==> config.mk <==
export PLATFORM = sky130hd
export DESIGN_NAME = wts_divider
export DESIGN_NICKNAME = d
export VERILOG_FILES = /design/src/rtl/windowed_trade_statistics_defines.svh /design/src/rtl/wts_pkg.sv /design/src/rtl/wts_divider.sv
export SDC_FILE = /design/constraint.sdc
export NUM_CORES = 1
export LEC_CHECK = 0
export ABC_AREA = 1
export BUFFER_PORTS_ARGS = -buffer_cell sky130_fd_sc_hd__buf_2
export CORE_MARGIN = 1
export CORE_UTILIZATION = 52
export CTS_CLUSTER_DIAMETER = 30
export DETAILED_ROUTE_END_ITERATION = 10
export PLACE_DENSITY = 0.8
export SLEW_MARGIN = 25
export SYNTH_ARGS = -nofsm -noshare
export SYNTH_HDL_FRONTEND = slang
export SYNTH_SLANG_ARGS = --single-unit
==> constraint.sdc <==
create_clock -name clock -period 3.33 [get_ports clock]
set_input_delay 0.666 -clock clock [delete_from_list [all_inputs] [get_ports clock]]
set_output_delay 0.666 -clock clock [all_outputs]
set_load 0.01 [all_outputs]
==> src/rtl/windowed_trade_statistics_defines.svh <==
// ----------------------------------------------------------------------------
// windowed_trade_statistics_defines
// assertion macros for the windowed trade statistics block
// ----------------------------------------------------------------------------
`ifndef WINDOWED_TRADE_STATISTICS_DEFINES_SVH
`define WINDOWED_TRADE_STATISTICS_DEFINES_SVH

// implication checked on every clock edge outside reset
`define WTS_ASSERT_IMPL(label, clk, rst, lhs, rhs, msg) \
   label: assert property (@(posedge clk) disable iff (rst) (lhs) |-> (rhs)) else $error(msg);

// implication whose consequent is checked in the cycle after the antecedent
`define WTS_ASSERT_NEXT(label, clk, rst, lhs, rhs, msg) \
   label: assert property (@(posedge clk) disable iff (rst) (lhs) |=> (rhs)) else $error(msg);

`endif

==> src/rtl/wts_pkg.sv <==
// ----------------------------------------------------------------------------
// wts_pkg
// types and constants shared by the windowed trade statistics block
// ----------------------------------------------------------------------------
package wts_pkg;

   localparam int RING_DEPTH_DEFAULT   = 64;
   localparam int SYMBOL_CHARS_DEFAULT = 5;
   localparam int SYMBOL_WIDTH         = 8 * SYMBOL_CHARS_DEFAULT;
   localparam logic [31:0] WINDOW_RESET = 32'd60000;

   localparam logic [1:0] ACTION_RECORD   = 2'd0;
   localparam logic [1:0] ACTION_QUERY    = 2'd1;
   localparam logic [1:0] ACTION_CLEAR    = 2'd2;
   localparam logic [1:0] ACTION_RESERVED = 2'd3;

   typedef struct packed {
      logic [1:0]              action;
      logic [31:0]             trade_time;
      logic [SYMBOL_WIDTH-1:0] symbol;
      logic [31:0]             price;
      logic [31:0]             quantity;
   } req_type;

   typedef struct packed {
      logic        accepted;
      logic        overflow;
      logic [31:0] window_quantity;
      logic [31:0] window_high;
      logic [31:0] window_low;
      logic [31:0] symbol_high;
      logic [31:0] symbol_low;
      logic [31:0] symbol_average;
      logic [6:0]  symbol_count;
   } rsp_type;

endpackage

==> src/rtl/wts_divider.sv <==
// ----------------------------------------------------------------------------
// wts_divider
// restoring divider, one quotient bit per cycle
// ----------------------------------------------------------------------------
module wts_divider
   import wts_pkg::*;
#(
   parameter int DIVIDEND_WIDTH = 38,
   parameter int DIVISOR_WIDTH  = 7
) (
   input  logic                      clock,
   input  logic                      reset,
   input  logic                      start,
   input  logic [DIVIDEND_WIDTH-1:0] dividend,
   input  logic [DIVISOR_WIDTH-1:0]  divisor,
   output logic                      done,
   output logic [DIVIDEND_WIDTH-1:0] quotient
);
   localparam int CW = $clog2(DIVIDEND_WIDTH + 1);

   logic [DIVIDEND_WIDTH-1:0] quo_ff;
   logic [DIVISOR_WIDTH:0]    rem_ff;
   logic [DIVISOR_WIDTH-1:0]  den_ff;
   logic [CW-1:0]             cnt_ff;
   logic                      run_ff, done_ff;
   logic [DIVISOR_WIDTH:0]    trial;

   assign trial    = {rem_ff[DIVISOR_WIDTH-1:0], quo_ff[DIVIDEND_WIDTH-1]};
   assign done     = done_ff;
   assign quotient = quo_ff;

   always_ff @(posedge clock) begin
      done_ff <= 1'b0;
      if (reset) begin
         run_ff <= 1'b0;
         cnt_ff <= '0;
      end else if (start) begin
         run_ff <= 1'b1;
         quo_ff <= dividend;
         den_ff <= divisor;
         rem_ff <= '0;
         cnt_ff <= CW'(DIVIDEND_WIDTH);
      end else if (run_ff) begin
         if (trial >= {1'b0, den_ff}) begin
            rem_ff <= trial - {1'b0, den_ff};
            quo_ff <= {quo_ff[DIVIDEND_WIDTH-2:0], 1'b1};
         end else begin
            rem_ff <= trial;
            quo_ff <= {quo_ff[DIVIDEND_WIDTH-2:0], 1'b0};
         end
         cnt_ff <= cnt_ff - 1'b1;
         if (cnt_ff == CW'(1)) begin
            run_ff  <= 1'b0;
            done_ff <= 1'b1;
         end
      end
   end
endmodule

Word level (Yosys, flattened, before mapping). Index checks and enable logic that the tools add are counted.

Flip-flop bits (word level): 60. Bits of input ports: 48. Output and inout bits: 39. Word-level logic and storage cells: 29.

$add $sub $neg: 2. Order comparisons: 1. Equal/unequal tests: 1. Muxes and demuxes: 11. Bitwise operators: 2. Reduce and logical (&&, ||, !) cells: 5.

Operators with widths (count): 2-to-1 mux 38 bit (2); 2-to-1 mux 7 bit (2); 2-to-1 mux 6 bit (2); >= comparator 8 x 7 -> 1 bit (1); subtractor 7 bit (1); equality test 6 x 1 -> 1 bit (second input constant) (1); subtractor 6 x 1 -> 6 bit (second input constant) (1); 2-to-1 mux 1 bit (5); AND reduction 2 bit (2); OR reduction 3 bit (1); NOT 1 bit (2); nonzero test 2 bit (1); OR reduction 2 bit (1).

Depth between registers and ports, before layout.
Word-level depth: 4. Depth in mapped cells: 12. Mapped depth without buffers: 12.

Least setup slack after synthesis. Ideal clock, no wire load.

Kind: input port to flip-flop. Start point: in start. End point: reg quo_ff[0], in the netlist quotient[0], enable pin. Setup time: 0.404 ns. Arrival: 2.393 ns. Required time: 2.926 ns. Slack: 0.533 ns. Stages: 5. Path buffers: 1. Cells stage by stage: buf_2 inv_2 nor2_1 inv_1 nand2_1.

Word-level cells in the longest chain between the ends: 2.

Ends and longest elaborated chain: start: declaration (RTL line wts_divider.sv:13) `input logic start,`; nonzero test 2 bit (no line); AND reduction 2 bit (no line); end signal: assignment (RTL line wts_divider.sv:39) `quo_ff <= dividend;`; end signal: assignment (RTL line wts_divider.sv:46) `quo_ff <= {quo_ff[DIVIDEND_WIDTH-2:0], 1'b1};`; end signal: assignment (RTL line wts_divider.sv:49) `quo_ff <= {quo_ff[DIVIDEND_WIDTH-2:0], 1'b0};`; end: declaration (RTL line wts_divider.sv:21) `logic [DIVIDEND_WIDTH-1:0] quo_ff;`.

No other way between the ends. A chain may end at the register's enable or synchronous reset.

Worst setup path after layout.
Start point: reg quo_ff[37], in the netlist quotient[37]. End point: reg rem_ff[1], data pin.

Word-level cells in the longest chain between the ends: 3. Elaborated cells on any way between the ends: 4. Those cells by class: add/sub (1); order compare (1); mux (2).

Ends and longest elaborated chain: subtractor 7 bit or >= comparator 8 x 7 -> 1 bit (tied branches) (RTL line wts_divider.sv:45, wts_divider.sv:44); 2-to-1 mux 7 bit * (RTL line wts_divider.sv:44) `if (trial >= {1'b0, den_ff}) begin`; 2-to-1 mux 7 bit * (RTL line wts_divider.sv:43) `end else if (run_ff) begin`; end signal: assignment (RTL line wts_divider.sv:45) `rem_ff <= trial - {1'b0, den_ff};`; end signal: assignment (RTL line wts_divider.sv:48) `rem_ff <= trial;`; end: declaration (RTL line wts_divider.sv:22) `logic [DIVISOR_WIDTH:0] rem_ff;`.

Every way passes the cells marked *; elsewhere a longest branch is shown, timed or not. The select of a mux whose other input is x is not followed.

==> key figures <==
Outcome
  • Outcome: completed

Yosys
  • Warnings from Yosys: 0
  • Post-Synthesis Cells: ~340
  • Distinct cells, synth: 26
  • Largest family of logic cells by synthesized area: simple AND/OR/NAND/NOR gates
  • Synth Area in XOR/XNOR: 0.5932%
  • Simple-Gate Fraction of Synth Area: roughly 27%
  • Multiplexer area fraction after synthesis: 0%
  • Register area share after synthesis: 58.31%
  • Mapped cell area: roughly 3000 µm²
  • Post-synth net total: about 390
  • Compound-Gate Fraction of Synth Area: 3.093%
  • Post-synthesis area per instance: roughly 8.8 µm²
  • Post-Synth Adder-Cell Area: 4.492%
  • Synth Register Bits: 60

Drt
  • TritonRoute pass-1 iters: 4
  • WL/cell: around 13 µm
  • Antenna viol nets, final: 0
  • Iteration-0 DRC Markers: between 90 and 100
  • Drt total wl: ~6300 µm
  • Vias: approximately 2.5k
  • Vias per cell: 4.929
  • DRC errors left: 0

Timing
  • Fmax: about 0.47 GHz
  • Setup violations, final: 0
  • Min Tclk post-route: 2.133 ns
  • Setup_tns: 0 ns
  • Fin Clk Skew: roughly 0.007 ns
  • Max-slew headroom: between 60% and 70%
  • Final period util: 64.06%
  • Fin. max-slew vios: 0
  • Hold slack: 0.5083 ns
  • Worst-margin pin slew: roughly 0.46 ns
  • Final hold violation count: 0
  • RSZ-0062 raised after global routing: false

Setup path
  • Worst setup EP type: flop
  • Crit path cell chain: inv_1 > ha_1 > fa_1 > inv_1 > nand2_1 > nand2_1 > nand2_1 > nand2_1 > nand2_1 > nand3_1 > nand2_1 > nor2_1
  • Worst Path Class, Setup: flop to flop
  • CP Max Fanout: 7
  • Worst path bufs/invs: 2
  • Top Family by Delay on Critical Path: simple AND/OR/NAND/NOR gates
  • CP max stage cell: fa_1
  • Cell mode on critical path: nand2_1
  • WP data arrival: 2.29 ns
  • Slowest stage delay, CP: between 0.4 and 0.5 ns
  • Required time of the critical path: 3.49 ns
  • CP Launch Type: flop

Clock tree
  • Post-CTS Hold Buffers: 0
  • TritonCTS Buffers: 9
  • Clk_lat worst skew: between 0.3 and 0.4 ns
  • PostCTS Resize Cnt: 0
  • Setup Fix Bufs, Post-CTS: 0
  • Sink Count: 60
  • Clock slew at reported path FFs: ~0.060 ns
  • CTS tree: yes
  • H-tree depth: 3
  • Clk root buf: clkbuf_8
  • Bufs on Longest Clock Path: 2

Power
  • Worst vdd ir: roughly 260 µV
  • Flop pwr share: 49.5%
  • Clock Power Share: between 30% and 40%
  • Switching power: ~530 µW
  • P_int: 1381 µW
  • Tot Pwr: around 1900 µW
  • Switch share: 27.67%
  • PwrDens: around 520 nW/µm²
  • Leakage: between 0.0015 and 0.002 µW
  • Comb pwr share: between 20% and 30%

Global routing
  • Pin count of the biggest net entering global routing: 46
  • Vias in the first global route: roughly 2.5k
  • Total grt overflow: 0
  • Initial antenna violation count: 0
  • Global-route wire length before repair: between 10000 and 15000 µm
  • Overall global routing resource usage: between 20% and 30%

Die
  • Num ports: slightly below 90
  • Die X: between 70 and 80 µm
  • Die Height: around 77 µm
  • Die ar.: about 6000 µm²
  • Initial core utilization: a little over half
  • Core ar.: about 5500 µm²
  • # rows: 27

Finish
  • Layout Nets: between 400 and 500
  • Area grow syn2layout: 23.73%
  • Layout cells sized above 1: approximately 25%
  • # diodes: 0
  • Final instance area: around 3700 µm²

Place
  • Port Buffers: 86
  • Hpwl dp: around 4700 µm
  • Gp weighted congestion: between 0.8 and 0.9
  • Post-DP Area: ~3500 µm²

Hold path
  • Hold Crit Class: flop to flop

Job
  • Max-cap violations: 0
[worst register-to-register path, delay by kind of cell, from the launching register on]
family        cells  cell delay, ns
fa+ha+maj         2            0.64
buf+inv           2            0.16
flops             1            0.36
simple gates      8            0.81
[worst paths after layout]
path / slack, ns / to / cells past startpoint / from
worst max-delay path: 1.20 / rem_ff[1]$_SDFFCE_PP0P_ / 12 / quotient[37]$_DFFE_PP_
worst min-delay path: 0.51 / cnt_ff[5]$_SDFFE_PP0N_ / 2 / cnt_ff[5]$_SDFFE_PP0N_
worst max register to register: 1.20 / rem_ff[1]$_SDFFCE_PP0P_ / 12 / quotient[37]$_DFFE_PP_
worst min register to register: 0.51 / cnt_ff[5]$_SDFFE_PP0N_ / 2 / cnt_ff[5]$_SDFFE_PP0N_
[per-layer routing]
| metal | track usage (%) | routed length [µm] | up-vias | part of all wire [%] |
|---|---|---|---|---|
| met5 | 0 | 0 | - | 0 |
| li1 | - | - | 1256 | - |
| met3 | 7.412 | 430 | 8 | 6.8 |
| met2 | 39.20 | 3064 | 85 | 48 |
| met1 | 26.90 | 2762 | 1140 | 44 |
| met4 | 9.623 | 76 | 0 | 1.2 |
[power by group through the flow]
| stage | Clock, µW | Combinational [µW] | Sequential (µW) |
|---|---|---|---|
| after floorplan | 0 | 235 | 975 |
| after global placement | 0 | 371 | 958 |
| after detailed placement | 0 | 385 | 959 |
| after CTS | 595 | 386 | 946 |
| after global routing | 627 | 442 | 954 |
| final | 578 | 386 | 946 |
[through the flow]
| step | setup slack (ns) | util, % | cells |
|---|---|---|---|
| after detailed placement | 1.191 | 63.47 | 489 |
| after floorplan | 0.5327 | - | 336 |
| after global placement | 1.237 | 63.47 | 489 |
| after CTS | 1.202 | 66.76 | 505 |
| after global routing | 1.059 | 66.76 | 505 |
| final | 1.197 | 66.76 | 505 |
[placed cells by master (no fill, tap or decap), types with 5 or more instances in the layout]
master	instances
buf_4	5
ha_1	9
edfxtp_1	52
inv_1	35
a21oi_1	5
nand3_1	13
nor2_1	23
dfxtp_1	8
clkbuf_8	12
nand2_1	153
buf_2	86
[synth_stat cells (all sizes together)]
| library cell | number | area [µm²] |
|---|---|---|
| buf | 2 | 10.01 |
| edfxtp | 52 | 1562 |
| o31ai | 2 | 15.01 |
| a21boi | 1 | 7.510 |
| dfxtp | 8 | 160.2 |
| nor3 | 4 | 20.02 |
| nor4 | 1 | 6.260 |
| nand2 | 155 | 584.3 |
| ha | 9 | 112.6 |
| o21a | 1 | 7.510 |
| nand4 | 4 | 25.02 |
| o21ai | 4 | 20.01 |
| inv | 37 | 138.9 |
| nand3 | 13 | 65.06 |
| nor2 | 24 | 97.59 |
| a21oi | 6 | 41.29 |
| or2 | 2 | 12.52 |
| xnor2 | 2 | 17.52 |
| clkbuf | 8 | 30.03 |
| fa | 1 | 20.02 |
[kinds of logic after synthesis]
| kind of cell | after synthesis |
|---|---|
| AOI/OAI and AO/OA | 14 |
| adders and majority gates | 10 |
| DFF | 60 |
| xor gates and xnor gates | 2 |
| and+or+nand+nor | 203 |
| buffers and inverters | 47 |
[registers in the layout (all words and copies together), names as in the netlist]
| name | flops |
|---|---|
| cnt_ff | 6 |
| run_ff | 1 |
| done | 1 |
| den_ff | 7 |
| quotient | 38 |
| rem_ff | 7 |
[final cells by class]
class / count / area, µm²
clock buffer: 14 / 172.7
clock inverter: 2 / 7.507
fill: 468 / 1819
inverter: 37 / 138.9
multi-input combinational: 229 / 1055
sequential: 60 / 1722
tap: 72 / 90.09
timing repair buffer: 91 / 467.9
No activity file was read; power rests on OpenSTA's default activity.
